File: src/rtl/abt_pkg.sv
// abt_pkg: shared types, constants and command structs for address_ban_table.
// No dependencies.
package abt_pkg;

   localparam int ENTRIES_DEFAULT = 256;
   localparam int TIME_W = 40;
   localparam int KEY_W = 64;
   localparam int DUR_W = 32;
   localparam int REASON_W = 8;
   localparam int TYPE_W = 16;
   localparam int SCORE_W = 32;
   localparam int COUNT_W = 9;
   localparam int KIND_W = 3;

   localparam logic [KIND_W-1:0] KIND_BAN = 3'd0;
   localparam logic [KIND_W-1:0] KIND_UNBAN = 3'd1;
   localparam logic [KIND_W-1:0] KIND_CHECK = 3'd2;
   localparam logic [KIND_W-1:0] KIND_SWEEP = 3'd3;
   localparam logic [KIND_W-1:0] KIND_CLEAR = 3'd4;
   localparam logic [KIND_W-1:0] KIND_STATS = 3'd5;

   typedef enum logic [2:0] {
      ST_IDLE,
      ST_SCAN,
      ST_VICTIM,
      ST_FINISH,
      ST_READ,
      ST_RESP
   } state_type;

   // controller -> datapath
   typedef struct packed {
      logic capture;     // latch request fields, zero scan state
      logic scan_start;  // start a scan at slot 0
      logic scan_step;   // one slot visited per cycle
      logic finish;      // apply the write / removal and build the response
      logic read_hit;    // issue memory read at hit slot
      logic load_entry;  // copy read data into response
      logic rsp_load;    // response register valid
      logic rsp_clear;   // response taken
   } cmd_type;

   // datapath -> controller
   typedef struct packed {
      logic scan_last;   // scan has evaluated the last entry
      logic need_victim; // ban of a new key on a full table
      logic need_read;   // check hit that is live
      logic rsp_valid;
   } status_type;

endpackage

File: src/rtl/abt_ctrl.sv
// abt_ctrl: sequencing state machine for address_ban_table.
// Depends on abt_pkg.
module abt_ctrl (
   input  logic                 clock,
   input  logic                 reset,
   input  logic                 req_valid,
   output logic                 req_ready,
   input  logic                 rsp_ready,
   input  abt_pkg::status_type  stat,
   output abt_pkg::cmd_type     cmd
);
   abt_pkg::state_type state_ff, state_in;

   always_ff @(posedge clock) begin
      if (reset) begin
         state_ff <= abt_pkg::ST_IDLE;
      end else begin
         state_ff <= state_in;
      end
   end

   always_comb begin
      state_in = state_ff;
      case (state_ff)
         abt_pkg::ST_IDLE: begin
            if (req_valid) state_in = abt_pkg::ST_SCAN;
         end
         abt_pkg::ST_SCAN: begin
            if (stat.scan_last) begin
               if (stat.need_victim) state_in = abt_pkg::ST_VICTIM;
               else state_in = abt_pkg::ST_FINISH;
            end
         end
         abt_pkg::ST_VICTIM: begin
            if (stat.scan_last) state_in = abt_pkg::ST_FINISH;
         end
         abt_pkg::ST_FINISH: begin
            if (stat.need_read) state_in = abt_pkg::ST_READ;
            else state_in = abt_pkg::ST_RESP;
         end
         abt_pkg::ST_READ: state_in = abt_pkg::ST_RESP;
         abt_pkg::ST_RESP: begin
            if (rsp_ready) state_in = abt_pkg::ST_IDLE;
         end
         default: state_in = abt_pkg::ST_IDLE;
      endcase
   end

   always_comb begin
      cmd = '0;
      req_ready = 1'b0;
      case (state_ff)
         abt_pkg::ST_IDLE: begin
            req_ready = 1'b1;
            cmd.capture = req_valid;
         end
         abt_pkg::ST_SCAN: begin
            cmd.scan_step = 1'b1;
            cmd.scan_start = stat.scan_last & stat.need_victim;
         end
         abt_pkg::ST_VICTIM: cmd.scan_step = 1'b1;
         abt_pkg::ST_FINISH: begin
            cmd.finish = 1'b1;
            cmd.read_hit = stat.need_read;
            cmd.rsp_load = ~stat.need_read;
         end
         abt_pkg::ST_READ: begin
            cmd.load_entry = 1'b1;
            cmd.rsp_load = 1'b1;
         end
         abt_pkg::ST_RESP: cmd.rsp_clear = rsp_ready;
         default: ;
      endcase
   end
endmodule

File: config.mk
export PLATFORM = sky130hd
export DESIGN_NAME = abt_ctrl
export DESIGN_NICKNAME = d
export VERILOG_FILES = /design/src/rtl/abt_pkg.sv /design/src/rtl/abt_ctrl.sv
export SDC_FILE = /design/constraint.sdc
export NUM_CORES = 1
export LEC_CHECK = 0
export BUFFER_PORTS_ARGS = -buffer_cell sky130_fd_sc_hd__buf_2
export CAP_MARGIN = 20
export CELL_PAD_IN_SITES_DETAIL_PLACEMENT = 1
export CELL_PAD_IN_SITES_GLOBAL_PLACEMENT = 1
export CORE_AREA = 3 3 40 42
export CTS_CLUSTER_SIZE = 24
export DETAILED_ROUTE_END_ITERATION = 8
export DIE_AREA = 0 0 43 45
export PLACE_DENSITY_LB_ADDON = 0.15
export SYNTH_ARGS = -nofsm -noshare
export SYNTH_HDL_FRONTEND = slang
export SYNTH_SLANG_ARGS = --single-unit
export TNS_END_PERCENT = 100
File: constraint.sdc
create_clock -name clock -period 1.4 [get_ports clock]
set_input_delay 0.14 -clock clock [delete_from_list [all_inputs] [get_ports clock]]
set_output_delay 0.14 -clock clock [all_outputs]
set_load 0.05 [all_outputs]
### Word-level counts from Yosys, hierarchy flattened

Index checks and enable logic that the tools add are counted.

* input port bits: 8
* output and inout bits: 9
* logic and storage cells: 30
* flip-flop bits (word level): 3

* equality and inequality tests: 9
* reductions and logical operators: 3
* bitwise logic cells: 2
* muxes and demuxes: 15

Operator list (count)
* case mux 3 bit (6 select lines): 1
* two-way mux 3 bit: 4
* two-way mux 1 bit: 8
* inequality test 2 bit (second input constant): 4
* == test 3 x 2 -> 1 bit (second input constant): 2
* == test 3 bit (second input constant): 2
* AND reduction 4 bit: 1
* == test 3 x 1 -> 1 bit (second input constant): 1
* logical NOT 3 bit: 1
* two-way mux 2 bit: 1
* case mux 1 bit (2 select lines): 1
* OR reduction 2 bit: 1
* AND 1 bit: 1
* NOT 1 bit: 1

### Depth between registers and ports, before layout

Gate-level depths: netlist of the first run.

* depth after elaboration: 3
* gate-level depth with buffers: 5
* mapped depth without buffers: 4

### Worst setup path before layout of the first run

Ideal clock, no wire load.

* kind: register to output
* start: reg state_ff[0]
* end: out cmd[6] (netlist bit)
* stages on the path, launching flop included: 4
* required time: 1.260 ns
* setup slack: -0.926 ns
* arrival: 2.186 ns
* buffers on the path: 1
* cell sequence: dfxtp_1 -> buf_6 -> nand2_1 -> nor4b_1

RTL lines
* from (decl): line abt_ctrl.sv:12 `abt_pkg::state_type state_ff, state_in;`
* from (signal assigned): line abt_ctrl.sv:16 `state_ff <= abt_pkg::ST_IDLE;`
* from (signal assigned): line abt_ctrl.sv:18 `state_ff <= state_in;`
* to (decl): line abt_ctrl.sv:10 `output abt_pkg::cmd_type cmd`

==> qor.csv, run 1 <==
stage;metric;value;unit
run_status;status;finished with violations;
run_status;violations;setup timing;
sta;setup_viol;3;
critical_path;timing.reg2reg.setup_slack;0.17;ns
clock_tree;path_clk_slew;0.04;ns
routing;dr_total_vias;337;
logic_synthesis;synth_top_cells_by_area;dfxtp_1 22%, nor2_1 8.2%, a21oi_1 7.3%;
critical_path;critPathLaunch;state_ff[0]$_SDFFE_PP0P_;
critical_path;worstRegToRegCells;5;
die;die_height;45;um
power_and_ir_drop;power_per_cell_area;1131;nW/um2
sta;final-max-slew-violation-count;0;
sta;rsz0062_at_grt;true;
power_and_ir_drop;power.combinational.fraction;0.551;
placed_design;port_buffers;15;
logic_synthesis;cell_type_with_the_largest_total_area_after_synthesis;dfxtp_1;
global_routing;maximum_number_of_pins_on_one_net_before_global_route_repair;12;
routing;wl;821;um
critical_path;timing.critical_path.fanout_max;3;
logic_synthesis;largest_family_of_logic_cells_by_synthesized_area;simple AND/OR/NAND/NOR gates;
global_routing;grt_pass1_vias;340;
clock_tree;cts_inserted_buffers;3;
placed_design;placedInstanceArea;410.4;um2
clock_tree;worstSkewPairLatency;0.23;ns
global_routing;grt_use_total;0.09583;
power_and_ir_drop;p_leak;0.0002122;uW
logic_synthesis;yosys.area_share.simple;0.3682;
sta;post-route-period-util;1.069;
logic_synthesis;ys_types;20;
power_and_ir_drop;swShare;0.4154;
placed_design;hpwl_detailed;655.2;um
clock_tree;cts-htree-levels;1;
routing;route.detailed.vias_per_inst;4.554;
power_and_ir_drop;internal_power;330.2;uW
sta;fin_worst_skew;0.001106;ns
die;die_footprint;1935;um2
final_layout;layoutNonFillerInstCount;74;
sta;worst-slew-pin-transition;0.3300;ns
logic_synthesis;synthesized_area_fraction_occupied_by_xor_and_xnor_cells;0.03182;
routing;drtIter0Drc;2;
logic_synthesis;synth.mux.area_fraction;0.03636;
sta;finalWorstPathRequiredPeriod;1.497;ns
sta;clock.fmax;0.6679;GHz
logic_synthesis;syn-cell-area;275.3;um2
critical_path;setup.worst_path.end_class;output pin;
final_layout;largest_register_ffs;3;
clock_tree;max-clock-path-buffers;2;
power_and_ir_drop;totalPowerFinal;564.9;uW
logic_synthesis;synthCells;38;
min_path;min_delay_path_depth;2;
min_path;worst_hold_path_type;input port to flip-flop;
final_layout;n_antenna_cell;0;
power_and_ir_drop;clock_power_share;0.264;
logic_synthesis;synth_compound_area_frac;0.1909;
logic_synthesis;synth_largest_type_area_fraction;0.2182;
final_layout;regMostFlops;state_ff;
critical_path;rr_endpoint;state_ff[0]$_SDFFE_PP0P_;
final_layout;layout-drive-gt1-share;0.6271;
global_routing;grt_remaining_overflow;0;
logic_synthesis;synth-warning-count;0;
final_layout;top_regs;state_ff: 3 flops;
die;floorplan.die.width;43;um
die;rows;13;
logic_synthesis;share_of_the_yosys_chip_area_belonging_to_registers;0.2182;
sta;final_count_of_hold_timing_violations;0;
critical_path;critical_path_class;flip-flop to output pin;
final_layout;design_area;499.2;um2
critical_path;timing.critical_path.to;cmd[3];
global_routing;grt_pass1_wl;1373;um
logic_synthesis;synth_nets;46;
logic_synthesis;postSynthRegisterBits;3;
run;max-cap-violations;0;
power_and_ir_drop;switchingPower;234.6;uW
routing;drc_violation_count_after_routing;0;
die;top_level_ports;17;
die;initial_core_utilization;0.2142;
logic_synthesis;avgSynthCellArea;7.244;um2
power_and_ir_drop;share_seq_of_total_power;0.185;
power_and_ir_drop;vdd.ir_drop.worst;429.2;uV
clock_tree;numClockSinks;3;
placed_design;place_congestion;0.7469;
routing;antenna_violating_nets_left;0;
critical_path;critPathArrivalTime;1.36;ns
routing;post_detailed_route_wirelength_per_cell;11.09;um
final_layout;layout.cells.most_common;buf_2;
clock_tree;cts_tree;yes;
final_layout;layout.cells.most_common_list;8 x buf_2, 7 x buf_4, 6 x nor2_1;
sta;postLayoutSetupSlackWorst;-0.09729;ns
logic_synthesis;synth_fa_ha_area_frac;0;
final_layout;areaGrowthSynthToFinish;81.36;%
global_routing;antenna_found_initial;0;
critical_path;regToRegStartpoint;state_ff[1]$_SDFFE_PP0P_;
critical_path;critPathRequiredTime;1.26;ns
clock_tree;buffer_type_at_the_clock_tree_root;clkbuf_4;
critical_path;setup.worst_path.start_class;flip-flop;
final_layout;layout.nets;68;
sta;worst_slew_margin_rel;0.7769;
die;coreArea;1285;um2
routing;drt-pass1-iter-count;2;
placed_design;place.detailed.instances;68;
-- cell usage after synthesis (all sizes together) --
cell	n
a21oi	4
nor2	6
inv	3
or3	1
and2	2
nor3	2
nand2	3
nor4b	2
o22ai	2
nand3	1
a211oi	2
xnor2	1
mux2i	1
dfxtp	3
nor4bb	1
buf	4
-- cell type report --
type                            instances  area [um2]
Fill cell                             156       785.8
Multi-Input combinational cell         28       206.4
Timing Repair Buffer                   21       167.7
Sequential cell                         3       62.56
Clock buffer                            4       26.28
Tap cell                               15       18.77
Inverter                                3       17.52
-- cells by family (layout without fill, tap and decap cells) --
family                 after synthesis  after routing
XOR/XNOR                             1              1
AND/OR/NAND/NOR                     18             18
AO/OA/AOI/OAI                        8              8
buffers and inverters                7             28
flip-flops                           3              3
multiplexers                         1              1
-- worst min-delay path by stage --
stage,startpoint,to,slack (ns)
floorplan,reset,state_ff[0]$_SDFFE_PP0P_,0.21
global route,reset,state_ff[0]$_SDFFE_PP0P_,0.09
finish,reset,state_ff[0]$_SDFFE_PP0P_,0.1
detailed placement,reset,state_ff[0]$_SDFFE_PP0P_,0.34
global placement,reset,state_ff[0]$_SDFFE_PP0P_,0.33
CTS,reset,state_ff[0]$_SDFFE_PP0P_,0.09
-- power by group through the flow --
stage / registers [uW] / clock network [uW] / logic (uW)
5_1_grt: 107 / 174 / 333
3_5_place_dp: 104 / 0 / 276
4_1_cts: 103 / 158 / 295
6_report: 105 / 149 / 311
2_1_floorplan: 103 / 0 / 234
3_3_place_gp: 103 / 0 / 272
-- critical path, cell delays in order, from the launching register on --
cell        delay [ns]
dfxtp_2           0.33
inv_2             0.04
or3_4             0.41
clkinvlp_4        0.08
and2_4            0.13
buf_8             0.13
-- timing repair --
action | in CTS | in global routing
resized for setup | 9 | 10
pin swaps | 1 | 2
cloned | 0 | 0
hold buffers | 0 | 0
setup endpoints to repair | 5 | 9
buffers inserted | 1 | 1
-- per-stage QoR --
step                      hold slack (ns)    util  setup slack [ns]  setup TNS (ns)
after global placement             0.3334  0.3194           0.06322               0
after CTS                         0.09032  0.3651           -0.1043         -0.3364
after detailed placement           0.3355  0.3194           0.03979               0
after floorplan                    0.2053       -           -0.2354         -0.3320
after global routing              0.08568  0.3885           -0.1621         -0.5551
final                             0.09904  0.3885          -0.09729         -0.2342
-- layer usage --
metal  track usage  wire length [um]
met1        0.1039               325
met2        0.1737               453
met3       0.01992                43
met4       0.05422                 0
met5             0                 0
Power figures use the tool's default switching activity.
==> inputs of run 2 (changes only) <==
--- a/config.mk
+++ b/config.mk
@@ -14,6 +14,8 @@
 export DETAILED_ROUTE_END_ITERATION = 8
 export DIE_AREA = 0 0 43 45
 export PLACE_DENSITY_LB_ADDON = 0.15
+export SETUP_SLACK_MARGIN = 0.2
+export SLEW_MARGIN = 10
 export SYNTH_ARGS = -nofsm -noshare
 export SYNTH_HDL_FRONTEND = slang
 export SYNTH_SLANG_ARGS = --single-unit
==> run 2 against run 1 <==
Against the previous run: the run still ends with setup timing left; maximum frequency fell by 1.3%; final cell count increased by 5.4%; worst hold slack gained 0.0096 ns; non-clock buffer count increased by 4; combinational power up 22%; total power up 12%; critical path depth unchanged; die area did not move; via count is 7.1% higher; first-iteration DRC count grew to 3.0 times the previous value; clock power about the same; clock skew about the same; critical path type unchanged; largest power group unchanged.
==> qor.csv, run 2 (synthesis gave the netlist of run 1 again) <==
stage;metric;value;unit;change
critical_path;critPathSlowestCell;or3_4;;unchanged
critical_path;worstPathCellList;inv_4 -> or3_4 -> clkinvlp_4 -> and2_4 -> buf_8;;was inv_2 -> or3_4 -> clkinvlp_4 -> and2_4 -> buf_8
critical_path;setup.worst_path.end_class;output pin;;unchanged
global_routing;grt_remaining_overflow;0;;unchanged
final_layout;n_antenna_cell;0;;unchanged
final_layout;regMostFlops;state_ff;;unchanged
die;coreArea;1285;um2;unchanged
power_and_ir_drop;vdd.ir_drop.worst;443.0;uV;was 429.2 uV
routing;drt-met1-wl;361;um;was 325 um
routing;route.detailed.vias_per_inst;4.628;;was 4.554
die;rows;13;;unchanged
run;max-cap-violations;0;;unchanged
routing;post_detailed_route_wirelength_per_cell;13.45;um;was 11.09 um
critical_path;cp_top_family;simple AND/OR/NAND/NOR gates;;unchanged
global_routing;grt_pass1_wl;1614;um;was 1373 um
sta;postLayoutSetupSlackWorst;-0.1165;ns;was -0.09729 ns
clock_tree;worstSkewPairLatency;0.23;ns;about the same
placed_design;place_congestion;0.7506;;was 0.7469
sta;final-max-slew-violation-count;0;;unchanged
final_layout;post-route-util;0.4771;;was 0.3885
placed_design;hpwl_detailed;670.1;um;was 655.2 um
routing;drc_violation_count_after_routing;0;;unchanged
critical_path;max_stage_delay;0.41;ns;about the same
die;initial_core_utilization;0.2142;;unchanged
power_and_ir_drop;internal_power;370.2;uW;was 330.2 uW
global_routing;maximum_number_of_pins_on_one_net_before_global_route_repair;12;;unchanged
global_routing;grt_use_total;0.1115;;was 0.09583
power_and_ir_drop;p_leak;0.0002515;uW;was 0.0002122 uW
routing;drt-pass1-iter-count;3;;was 2
clock_tree;path_clk_slew;0.04;ns;about the same
global_routing;grt_pass1_vias;354;;was 340
power_and_ir_drop;power.combinational.fraction;0.596;;was 0.551
critical_path;timing.critical_path.fanout_max;3;;unchanged
final_layout;layout.nets;72;;was 68
critical_path;critPathArrivalTime;1.38;ns;was 1.36 ns
final_layout;largest_register_ffs;3;;unchanged
power_and_ir_drop;clock_power_share;0.234;;was 0.264
final_layout;layout-drive-gt1-share;0.7619;;was 0.6271
sta;worst_slew_margin_rel;0.8302;;was 0.7769
critical_path;critPathRequiredTime;1.26;ns;about the same
sta;fin_worst_skew;0.001105;ns;was 0.001106 ns
placed_design;port_buffers;15;;unchanged
clock_tree;numClockSinks;3;;unchanged
clock_tree;cts_inserted_buffers;3;;unchanged
sta;totalNegativeSetupSlack;-0.2174;ns;was -0.2342 ns
final_layout;areaGrowthSynthToFinish;122.7;%;was 81.36%
critical_path;setup.worst_path.start_class;flip-flop;;unchanged
power_and_ir_drop;swShare;0.4165;;was 0.4154
run_status;status;finished with violations;;unchanged
sta;final_count_of_hold_timing_violations;0;;unchanged
routing;top_signal_layer_used;met3;;unchanged
power_and_ir_drop;switchingPower;264.3;uW;was 234.6 uW
die;die_height;45;um;unchanged
power_and_ir_drop;power_per_cell_area;1035;nW/um2;was 1131 nW/um2
final_layout;top_regs;state_ff: 3 flops;;unchanged
sta;setup_viol;3;;unchanged
die;die_footprint;1935;um2;unchanged
sta;worst-slew-pin-transition;0.2541;ns;was 0.3300 ns
sta;post-route-period-util;1.083;;was 1.069
die;floorplan.die.width;43;um;unchanged
critical_path;critical_path_class;flip-flop to output pin;;unchanged
routing;wl;1049;um;was 821 um
run_status;violations;setup timing;;unchanged
min_path;worst_hold_path_type;input port to flip-flop;;unchanged
sta;clock.fmax;0.6594;GHz;was 0.6679 GHz
critical_path;critPathBufInv;3;;unchanged
routing;routed-wl-met3;41;um;was 43 um
final_layout;layout.filler_cells;154;;was 156
final_layout;layout.cells.most_common_list;7 x buf_2, 7 x buf_4, 7 x buf_6;;was 8 x buf_2, 7 x buf_4, 6 x nor2_1
routing;drtIter0Drc;6;;was 2
sta;finalWorstPathRequiredPeriod;1.517;ns;was 1.497 ns
routing;met2_length;646;um;was 453 um
routing;antenna_violating_nets_left;0;;unchanged
clock_tree;cts_hold_repair.buffers;0;;unchanged
clock_tree;max-clock-path-buffers;2;;unchanged
routing;dr_total_vias;361;;was 337
clock_tree;cts_tree;yes;;unchanged
die;top_level_ports;17;;unchanged
clock_tree;cts-htree-levels;1;;unchanged
clock_tree;buffer_type_at_the_clock_tree_root;clkbuf_4;;unchanged
power_and_ir_drop;share_seq_of_total_power;0.170;;was 0.185
global_routing;antenna_found_initial;0;;unchanged
sta;fin_hold_ws;0.1086;ns;was 0.09904 ns
sta;rsz0062_at_grt;true;;unchanged
[run 2: per-stage QoR]
stage	setup slack (ns)	cells	instance area (um2)	power, uW
5_1_grt	-0.1594	78	613.1	674.0
3_5_place_dp	0.04030	68	424.2	386.6
4_1_cts	-0.1114	75	538.0	599.1
6_report	-0.1165	78	613.1	634.5
2_1_floorplan	-0.06319	38	341.6	343.4
3_3_place_gp	0.06244	68	424.2	381.8
[run 2: timing repair]
| item | CTS | global route |
|---|---|---|
| pin swaps | 1 | 8 |
| setup buffers | 2 | 3 |
| setup endpoints to repair | 10 | 10 |
| gates cloned | 1 | 0 |
| gates resized for setup | 23 | 11 |
[run 2: worst paths after layout]
| check | startpoint | to | slack [ns] | depth (start not counted) |
|---|---|---|---|---|
| worst min-delay path | reset | state_ff[0]$_SDFFE_PP0P_ | 0.11 | 2 |
| worst min register to register | state_ff[2]$_SDFFE_PP0P_ | state_ff[2]$_SDFFE_PP0P_ | 0.60 | 2 |
| worst max-delay path | state_ff[1]$_SDFFE_PP0P_ | cmd[3] | -0.12 | 5 |
| worst max register to register | state_ff[2]$_SDFFE_PP0P_ | state_ff[0]$_SDFFE_PP0P_ | 0.11 | 6 |
[run 2: routing by layer]
metal  vias to the layer above  global-route usage
li1                        184                   -
met2                         8              0.2036
met4                         0             0.05422
met5                         -                   0
met3                         0             0.01195
met1                       169              0.1298
[run 2: worst register-to-register path: stages (launching register included)]
cell and delay [ns]:
dfxtp_2 0.32, buf_6 0.13, buf_4 0.13, nor4b_2 0.30
a211oi_2 0.08, nor2_1 0.15, a211oi_2 0.05
[run 2: area by class of cell]
cell class | count | area [um2] | area share
Timing Repair Buffer | 25 | 231.5 | 0.3776
Clock buffer | 4 | 26.28 | 0.04286
Tap cell | 15 | 18.77 | 0.03061
Inverter | 3 | 17.52 | 0.02857
Sequential cell | 3 | 63.81 | 0.1041
Multi-Input combinational cell | 28 | 255.2 | 0.4163
[run 2: power groups by stage]
stage                     clock (uW)  sequential, uW  combinational [uW]
after floorplan                    0             103                 240
after global placement             0             103                 278
after detailed placement           0             104                 282
after CTS                        159             105                 335
after global routing             164             109                 401
final                            148             108                 378
